## config.mk

```make
export PLATFORM = sky130hd
export DESIGN_NAME = packed_signed_varint_decoder_unit_flat
export DESIGN_NICKNAME = d
export VERILOG_FILES = /design/src/rtl/psvd_pkg.sv /design/src/rtl/psvd_if.sv /design/src/rtl/psvd_accum.sv /design/src/rtl/psvd_finish.sv /design/src/rtl/packed_signed_varint_decoder_unit.sv /design/src/flat_wrapper.sv
export VERILOG_INCLUDE_DIRS = /design/src /design/src/rtl
export SDC_FILE = /design/constraint.sdc
export NUM_CORES = 1
export LEC_CHECK = 0
export ABC_CLOCK_PERIOD_IN_PS = 3950
export BUFFER_PORTS_ARGS = -buffer_cell sky130_fd_sc_hd__buf_4
export CAP_MARGIN = 20
export CORE_ASPECT_RATIO = 1.4
export CORE_MARGIN = 1.5
export CORE_UTILIZATION = 45
export CTS_BUF_LIST = sky130_fd_sc_hd__clkbuf_8 sky130_fd_sc_hd__clkbuf_16
export CTS_CLUSTER_SIZE = 16
export DETAILED_ROUTE_END_ITERATION = 10
export PLACE_DENSITY_LB_ADDON = 0.05
export SLEW_MARGIN = 10
export SYNTH_ARGS = -nofsm -noshare
export SYNTH_HDL_FRONTEND = slang
export SYNTH_SLANG_ARGS = --single-unit
```

## constraint.sdc

```tcl
create_clock -name clk -period 3.95 [get_ports clk]
set_input_delay 0.1975 -clock clk [delete_from_list [all_inputs] [get_ports clk]]
set_output_delay 0.1975 -clock clk [all_outputs]
set_load 0.01 [all_outputs]
```

## src/rtl/packed_signed_varint_decoder_unit_assert.svh

```systemverilog
// ----------------------------------------------------------------------------
// Assertion macros for the packed signed varint decoder
// Shared property forms, each gated by the asynchronous reset.
// ----------------------------------------------------------------------------
`ifndef PACKED_SIGNED_VARINT_DECODER_UNIT_ASSERT_SVH
`define PACKED_SIGNED_VARINT_DECODER_UNIT_ASSERT_SVH

// Same-cycle implication
`define PSVD_ASSERT_IMP(lbl, clk, rst_n, ante, cons) \
	lbl: assert property (@(posedge clk) disable iff (!rst_n) (ante) |-> (cons)) \
		else $error("psvd assertion failed");

// Next-cycle implication
`define PSVD_ASSERT_NEXT(lbl, clk, rst_n, ante, cons) \
	lbl: assert property (@(posedge clk) disable iff (!rst_n) (ante) |=> (cons)) \
		else $error("psvd assertion failed");

`endif

```

## src/rtl/psvd_pkg.sv

```systemverilog
// ----------------------------------------------------------------------------
// psvd_pkg
// Types and constants of the packed signed varint decoder.
// ----------------------------------------------------------------------------
package psvd_pkg;

	// Byte layout
	localparam logic [7:0] FIRST_DATA_MASK = 8'h3F;
	localparam logic [7:0] NEXT_DATA_MASK  = 8'h7F;
	localparam int unsigned SIGN_BIT_POS   = 6;
	localparam int unsigned CONT_BIT_POS   = 7;

	// Width modes (code three acts as 64 bits)
	localparam logic [1:0] MODE_W16 = 2'd0;
	localparam logic [1:0] MODE_W32 = 2'd1;
	localparam logic [1:0] MODE_W64 = 2'd2;
	localparam logic [1:0] MODE_RESET = MODE_W32;

	// Longest legal run per width
	localparam logic [3:0] MAX_LEN_W16 = 4'd3;
	localparam logic [3:0] MAX_LEN_W32 = 4'd5;
	localparam logic [3:0] MAX_LEN_W64 = 4'd10;

	localparam logic [3:0] COUNT_MAX = 4'd15;
	localparam logic [6:0] POS_FIRST = 7'd6;
	localparam logic [6:0] POS_MAX   = 7'd127;
	localparam logic [7:0] POS_STEP  = 8'd7;

	// Finished run handed from the accumulator to the output stage
	typedef struct packed {
		logic [63:0] acc;
		logic        negative;
		logic [3:0]  byte_count;
		logic        overflow;
	} psvd_rec_t;

endpackage

```

## src/rtl/psvd_if.sv

```systemverilog
// ----------------------------------------------------------------------------
// psvd channel interfaces
// Valid/ready channels for the byte stream and the decoded results.
// ----------------------------------------------------------------------------
interface psvd_byte_if;
	logic       valid;
	logic       ready;
	logic [7:0] in_byte;

	modport source (output valid, output in_byte, input ready);
	modport sink (input valid, input in_byte, output ready);
endinterface

interface psvd_result_if;
	logic               valid;
	logic               ready;
	logic signed [63:0] value;
	logic [3:0]         byte_count;
	logic               overflow;

	modport source (output valid, output value, output byte_count, output overflow,
		input ready);
	modport sink (input valid, input value, input byte_count, input overflow,
		output ready);
endinterface

```

## src/rtl/psvd_accum.sv

```systemverilog
// ----------------------------------------------------------------------------
// psvd_accum
// Collects data bits of each run, one byte per cycle unless the hand-off stage stalls; hands finished runs on.
// ----------------------------------------------------------------------------
module psvd_accum import psvd_pkg::*; (
	input  logic       clk,
	input  logic       arst_n,
	psvd_byte_if.sink  byte_in,
	input  logic       s1_ready,
	output logic       valid_s1,
	output psvd_rec_t  rec_s1
);

	`include "packed_signed_varint_decoder_unit_assert.svh"

	logic [63:0] accumulator_q;
	logic [6:0]  bit_position_q;
	logic        negative_flag_q;
	logic        in_value_q;
	logic [3:0]  bytes_seen_q;
	logic        overflow_seen_q;

	logic        fire;
	logic        cont;
	logic [7:0]  first_data;
	logic [7:0]  next_data;
	logic [70:0] placed;
	logic [7:0]  pos_sum;

	logic [63:0] acc_n;
	logic [6:0]  pos_n;
	logic        neg_n;
	logic [3:0]  bytes_n;
	logic        ovf_n;

	// Accept while the hand-off stage is free or draining
	assign byte_in.ready = !valid_s1 || s1_ready;
	assign fire = byte_in.valid && byte_in.ready;
	assign cont = byte_in.in_byte[CONT_BIT_POS];

	assign first_data = byte_in.in_byte & FIRST_DATA_MASK;
	assign next_data  = byte_in.in_byte & NEXT_DATA_MASK;
	assign placed     = 71'(next_data[6:0]) << bit_position_q[5:0];
	assign pos_sum    = {1'b0, bit_position_q} + POS_STEP;

	// Fold the incoming byte into the run
	always_comb begin
		if (!in_value_q) begin
			acc_n   = {58'd0, first_data[5:0]};
			pos_n   = POS_FIRST;
			neg_n   = byte_in.in_byte[SIGN_BIT_POS];
			bytes_n = 4'd1;
			ovf_n   = 1'b0;
		end else begin
			neg_n   = negative_flag_q;
			pos_n   = pos_sum[7] ? POS_MAX : pos_sum[6:0];
			bytes_n = (bytes_seen_q == COUNT_MAX) ? COUNT_MAX : bytes_seen_q + 4'd1;
			if (!bit_position_q[6]) begin
				acc_n = accumulator_q | placed[63:0];
				ovf_n = overflow_seen_q | (|placed[70:64]);
			end else begin
				// Bits landing past bit 63 are dropped
				acc_n = accumulator_q;
				ovf_n = overflow_seen_q | (|next_data[6:0]);
			end
		end
	end

	// Run state: advance on a continuation byte, clear on a final byte
	always_ff @(posedge clk or negedge arst_n) begin
		if (!arst_n) begin
			accumulator_q   <= '0;
			bit_position_q  <= '0;
			negative_flag_q <= 1'b0;
			in_value_q      <= 1'b0;
			bytes_seen_q    <= '0;
			overflow_seen_q <= 1'b0;
		end else if (fire) begin
			if (cont) begin
				accumulator_q   <= acc_n;
				bit_position_q  <= pos_n;
				negative_flag_q <= neg_n;
				in_value_q      <= 1'b1;
				bytes_seen_q    <= bytes_n;
				overflow_seen_q <= ovf_n;
			end else begin
				accumulator_q   <= '0;
				bit_position_q  <= '0;
				negative_flag_q <= 1'b0;
				in_value_q      <= 1'b0;
				bytes_seen_q    <= '0;
				overflow_seen_q <= 1'b0;
			end
		end
	end

	// Hand-off stage valid
	always_ff @(posedge clk or negedge arst_n) begin
		if (!arst_n) begin
			valid_s1 <= 1'b0;
		end else if (fire && !cont) begin
			valid_s1 <= 1'b1;
		end else if (s1_ready) begin
			valid_s1 <= 1'b0;
		end
	end

	// Hand-off stage payload
	always_ff @(posedge clk) begin
		if (fire && !cont) begin
			rec_s1 <= '{acc: acc_n, negative: neg_n, byte_count: bytes_n, overflow: ovf_n};
		end
	end

	`PSVD_ASSERT_NEXT(a_final_clears, clk, arst_n, fire && !cont,
		!in_value_q && bytes_seen_q == 4'd0)
	`PSVD_ASSERT_IMP(a_run_active, clk, arst_n, in_value_q,
		bytes_seen_q != 4'd0 && bit_position_q >= POS_FIRST)
	`PSVD_ASSERT_IMP(a_open_ready, clk, arst_n, !valid_s1, byte_in.ready)

endmodule

```

## src/rtl/psvd_finish.sv

```systemverilog
// ----------------------------------------------------------------------------
// psvd_finish
// Applies sign and width to a finished run and holds the result item.
// ----------------------------------------------------------------------------
module psvd_finish import psvd_pkg::*; (
	input  logic          clk,
	input  logic          arst_n,
	input  logic [1:0]    value_width_mode,
	input  logic          valid_s1,
	input  psvd_rec_t     rec_s1,
	output logic          s1_ready,
	psvd_result_if.source result
);

	`include "packed_signed_varint_decoder_unit_assert.svh"

	logic               out_valid_q;
	logic signed [63:0] value_q;
	logic [3:0]         byte_count_q;
	logic               overflow_q;

	logic        take;
	logic [63:0] mag;
	logic [63:0] value_n;
	logic        high_bits;
	logic [3:0]  max_len;

	assign s1_ready = !out_valid_q || result.ready;
	assign take = valid_s1 && s1_ready;

	assign mag = rec_s1.negative ? ~rec_s1.acc : rec_s1.acc;

	// Cut to the configured width and sign-extend
	always_comb begin
		unique case (value_width_mode)
			MODE_W16: begin
				value_n   = {{48{mag[15]}}, mag[15:0]};
				high_bits = |rec_s1.acc[63:16];
				max_len   = MAX_LEN_W16;
			end
			MODE_W32: begin
				value_n   = {{32{mag[31]}}, mag[31:0]};
				high_bits = |rec_s1.acc[63:32];
				max_len   = MAX_LEN_W32;
			end
			default: begin
				value_n   = mag;
				high_bits = 1'b0;
				max_len   = MAX_LEN_W64;
			end
		endcase
	end

	// Result valid
	always_ff @(posedge clk or negedge arst_n) begin
		if (!arst_n) begin
			out_valid_q <= 1'b0;
		end else if (take) begin
			out_valid_q <= 1'b1;
		end else if (result.ready) begin
			out_valid_q <= 1'b0;
		end
	end

	// Result payload
	always_ff @(posedge clk) begin
		if (take) begin
			value_q      <= value_n;
			byte_count_q <= rec_s1.byte_count;
			overflow_q   <= rec_s1.overflow | high_bits | (rec_s1.byte_count > max_len);
		end
	end

	assign result.valid      = out_valid_q;
	assign result.value      = value_q;
	assign result.byte_count = byte_count_q;
	assign result.overflow   = overflow_q;

	`PSVD_ASSERT_IMP(a_clean_len, clk, arst_n, out_valid_q && !overflow_q,
		byte_count_q <= MAX_LEN_W64 && byte_count_q != 4'd0)
	`PSVD_ASSERT_NEXT(a_take_loads, clk, arst_n, take, out_valid_q)
	`PSVD_ASSERT_NEXT(a_hold_result, clk, arst_n, out_valid_q && !result.ready,
		out_valid_q && $stable(value_q))

endmodule

```

## src/rtl/packed_signed_varint_decoder_unit.sv

```systemverilog
// ----------------------------------------------------------------------------
// packed_signed_varint_decoder_unit
// Decodes sign-prefixed varints from a byte stream into 64-bit signed values.
// ----------------------------------------------------------------------------
// Takes one byte per clock cycle on byte_in while the hand-off register can
// take a finished run; each byte is shifted and ORed into the run accumulator.
// The result item of a run passes through the hand-off register, then the
// output register, before it appears on result.
// While a result item waits, input keeps flowing until the next finished run
// fills the hand-off register; byte_in then stalls until result accepts.
// cfg_we/cfg_wdata set the width mode (0 = 16, 1 = 32, 2 or 3 = 64 bits,
// reset 32); write it only while no result is pending.
module packed_signed_varint_decoder_unit import psvd_pkg::*; (
	input  logic          clk,
	input  logic          arst_n,
	psvd_byte_if.sink     byte_in,
	psvd_result_if.source result,
	input  logic          cfg_we,
	input  logic [1:0]    cfg_wdata
);

	logic [1:0] value_width_mode_q;
	logic       valid_s1;
	logic       s1_ready;
	psvd_rec_t  rec_s1;

	// Width mode register
	always_ff @(posedge clk or negedge arst_n) begin
		if (!arst_n) begin
			value_width_mode_q <= MODE_RESET;
		end else if (cfg_we) begin
			value_width_mode_q <= cfg_wdata;
		end
	end

	psvd_accum u_accum (
		.clk      (clk),
		.arst_n   (arst_n),
		.byte_in  (byte_in),
		.s1_ready (s1_ready),
		.valid_s1 (valid_s1),
		.rec_s1   (rec_s1)
	);

	psvd_finish u_finish (
		.clk              (clk),
		.arst_n           (arst_n),
		.value_width_mode (value_width_mode_q),
		.valid_s1         (valid_s1),
		.rec_s1           (rec_s1),
		.s1_ready         (s1_ready),
		.result           (result)
	);

endmodule
```

## src/flat_wrapper.sv

```systemverilog
// flat-port wrapper written by rule: the top's interface ports become plain ports
module packed_signed_varint_decoder_unit_flat import psvd_pkg::*;
  (clk, arst_n, cfg_we, cfg_wdata, byte_in_valid, byte_in_in_byte, byte_in_ready, result_valid, result_value, result_byte_count, result_overflow, result_ready);
  psvd_byte_if byte_in_i ();
  psvd_result_if result_i ();
  input  logic clk;
  input  logic arst_n;
  input  logic cfg_we;
  input  logic [1:0] cfg_wdata;
  input wire logic [$bits(byte_in_i.valid)-1:0] byte_in_valid;
  input wire logic [$bits(byte_in_i.in_byte)-1:0] byte_in_in_byte;
  output wire logic [$bits(byte_in_i.ready)-1:0] byte_in_ready;
  output wire logic [$bits(result_i.valid)-1:0] result_valid;
  output wire logic [$bits(result_i.value)-1:0] result_value;
  output wire logic [$bits(result_i.byte_count)-1:0] result_byte_count;
  output wire logic [$bits(result_i.overflow)-1:0] result_overflow;
  input wire logic [$bits(result_i.ready)-1:0] result_ready;
  assign byte_in_i.valid = byte_in_valid;
  assign byte_in_i.in_byte = byte_in_in_byte;
  assign byte_in_ready = byte_in_i.ready;
  assign result_valid = result_i.valid;
  assign result_value = result_i.value;
  assign result_byte_count = result_i.byte_count;
  assign result_overflow = result_i.overflow;
  assign result_i.ready = result_ready;
  packed_signed_varint_decoder_unit u_core (.clk(clk), .arst_n(arst_n), .byte_in(byte_in_i), .result(result_i), .cfg_we(cfg_we), .cfg_wdata(cfg_wdata));
endmodule
```

==> out/metrics.yaml <==
yosys:
  yosys_warnings: 0
  yosysSeqAreaShare: 0.614
  synth-xor-area-share: 0.0561
  synth_edf_count: 139
  synth_nets: 872
  synth_top_area_cell: "edfxtp_1"
  synth_area_mm2: 0.0101
  postSynth.asyncResetShare: 0.371
  synth_seq_cells: 221
  synth_top_area_share: 0.411
  avgSynthCellArea_um2: 11.9
  synth_common_cells: "edfxtp_1 (139), nand2_1 (97), o21ai_0 (87), dfrtp_1 (81), a22o_1 (66)"
  synth_most_common_cell: "edfxtp_1"
  synth_ff_type: "edfxtp_1"
  synthCells: 851
  synth_cell_types: 63
  yosys.area_share.simple: 0.102
  synth_compound_area_frac: 0.167
  synthMuxAreaShare: 0.0228
  synth_top_family_by_area: "compound AO/OA/AOI/OAI gates"
  synth_area_leaders: "edfxtp_1 (41%), dfrtp_1 (20%), a22o_1 (5.7%)"
  yosys.area_share.adder: 0.00740
drt:
  wirelength_um: 24500
  wl_per_cell_um: 19.9
  first_iter_violations: 479
  route.detailed.drc: 0
  first_pass_iters: 5
  vias_per_cell: 5.63
  ant_nets: 0
  num_vias: 6958
floorplanning:
  die_area_mm2: 0.0235
  rows: 64
  ioPinCount: 86
  fp.dieH_um: 181
  core_mm2: 0.0220
  initial_core_util: 0.461
  chipWidth_um: 130
clocking:
  cts_resized: 0
  clock_path_buffers: 3
  cts.clk_slew.worst_paths_ns: 0.06
  clkLatencyLatePin_ns: 0.50
  clock-sinks: 221
  htree_num_levels: 1
  cts_root_buf: "clkbuf_16"
  cts_tree: "yes"
  numCtsBuffers: 22
placement:
  gp_congestion: 0.926
  dp_slack_ns: 1.32
  numPortBuffers: 85
  place_hpwl_um: 17100
  placed_area_mm2: 0.0110
finish:
  area_delta_synth_final_pct: 15.6
  drive_gt1_frac: 0.159
  nNetsFinal: 944
  num-fill-cells: 1962
  fin_area_mm2: 0.0117
  n_antenna_cell: 0
sta:
  finalCritPeriodShare: 0.680
  fin_skew_ns: 0.0101
  fmax_ghz: 0.372
  finalSetupTns_ns: 0
  setup_ws_ns: 1.26
  worst_pin_slew_ns: 0.961
  hold_viol_final: 0
  relSlewSlack: 0.360
  rsz0062_at_grt: "false"
  min_period_ns: 2.69
  setup_viol: 0
  slew_viol_final: 0
worst_setup_path:
  arrival_ns: 2.89
  criticalPathCategory: "reg -> reg"
  crit_fanout: 18
  startpoint_type: "flop"
  crit_path_end_kind: "flop"
  required_ns: 4.16
  worstPathCellList: "mux2i_1, nor2_1, a21oi_1, a2bb2oi_1, o21ai_0"
  crit_buf_inv: 0
  cp_slowest_cell: "dfrtp_1"
  critical_path.top_delay_family: "compound AO/OA/AOI/OAI gates"
  slowest_delay_ns: 0.78
flow_run:
  cap_violations: 0
pwr:
  power_switching_uw: 1550
  powerDensity_mw_per_mm2: 478
  p_leak_uw: 0.00460
  ir_drop_mv: 0.294
  p_int_uw: 4060
  seqPwrFrac: 0.498
  combPwrFrac: 0.159
  power_frac_clock: 0.343
  p_sw_frac: 0.276
global_route:
  grt_usage: 0.214
  grt_max_degree: 72
  antenna_found_initial: 0
  grt_pass1_vias: 6966
  grt-ovfl-total: 0
  grt_pass1_wl_um: 38800
hold_path:
  hold_class: "in -> reg"
outcome:
  status: "complete, no violations"
logic make-up (layout without fill, tap and decap cells):
family	after synthesis	after routing
buffers and inverters	70	158
XOR/XNOR	65	65
AND/OR/NAND/NOR	225	225
flip-flops	221	221
adder cells (fa/ha/maj)	6	6
multiplexers	18	18
AO/OA/AOI/OAI	246	246
through the flow:
step / util / instances / hold WS, ns / power [µW]
floorplan: - / 851 / -0.0981 / 3400
global placement: 0.500 / 1190 / 0.248 / 3700
detailed placement: 0.500 / 1190 / 0.252 / 3720
CTS: 0.533 / 1236 / 0.0176 / 5660
global route: 0.533 / 1236 / 0.0279 / 5850
finish: 0.533 / 1236 / 0.0338 / 5600
final timing paths:
kind	cells after the start	start	endpoint	slack [ns]
max	5	u_core.u_accum.bit_position_q[0]	u_core.u_accum.rec_s1[51]	1.26
min	2	byte_in_in_byte[7]	u_core.u_accum.valid_s1	0.03
max reg2reg	5	u_core.u_accum.bit_position_q[0]	u_core.u_accum.rec_s1[51]	1.26
min reg2reg	0	u_core.u_accum.rec_s1[1]	u_core.u_finish.result.byte_count[0]	0.46
max in group asynchronous	3	arst_n	u_core.u_accum.accumulator_q[31]	2.71
min in group asynchronous	2	arst_n	u_core.u_accum.accumulator_q[11]	0.24
worst register-to-register path: stages (launching register included):
cell	delay, ns
dfrtp_1	0.78
mux2i_1	0.35
nor2_1	0.14
a21oi_1	0.25
a2bb2oi_1	0.64
o21ai_0	0.24
sequential cells by signal, indices dropped and copies added (netlist names):
register                           count
u_core.u_accum.accumulator_q          64
u_core.u_accum.overflow_seen_q         1
u_core.u_finish.result.value          64
u_core.u_finish.result.valid           1
u_core.u_accum.bit_position_q          7
u_core.u_accum.negative_flag_q         1
u_core.u_finish.result.byte_count      4
u_core.value_width_mode_q              2
u_core.u_accum.rec_s1                 70
u_core.u_accum.in_value_q              1
u_core.u_accum.valid_s1                1
u_core.u_finish.result.overflow        1
u_core.u_accum.bytes_seen_q            4
layer usage:
metal | vias up | wire [µm] | GRT usage
li1 | 3282 | - | -
met1 | 3428 | 10300 | 0.278
met2 | 205 | 12400 | 0.369
met3 | 43 | 1140 | 0.0261
met4 | 0 | 661 | 0.0698
met5 | - | 0 | 0
cells in the final DEF (no fill, tap or decap), types with 8 or more instances in the layout:
master     netlist  layout
edfxtp_1       139     139
nand2_1         97      97
buf_4            1      95
o21ai_0         87      87
dfrtp_1         81      80
a22o_1          66      66
nor2_1          43      42
xnor2_1         33      33
xor2_1          32      32
o21a_1          23      23
clkbuf_16        0      23
inv_1           15      22
a21oi_1         19      19
nand3_1         15      14
nor4_1          14      14
and2_1          12      11
nand2b_1        10      10
a31oi_1          9       9
mux2i_1          8       8
power by group through the flow:
stage               Clock (µW)  Combinational (µW)  Sequential, µW
floorplan                    0                 599            2800
global placement             0                 874            2830
detailed placement           0                 887            2840
CTS                       1980                 898            2790
global route              2060                 981            2810
finish                    1920                 891            2790
timing repair:
item / 4_1_cts / 5_1_grt
endpoints found under the hold margin: 47 / 0
hold buffers: 6 / 0
setup buffers: 0 / 0
final cells by class:
cell class / count / area, µm² / share of cell area
Inverter: 17 / 63.8 / 0.00544
Tap cell: 297 / 372 / 0.0317
Clock buffer: 24 / 589 / 0.0503
Multi-Input combinational cell: 560 / 3620 / 0.309
Clock inverter: 16 / 75.1 / 0.00640
Timing Repair Buffer: 101 / 773 / 0.0659
Sequential cell: 221 / 6230 / 0.531
Note: power is estimated with default switching activity, not from simulation.
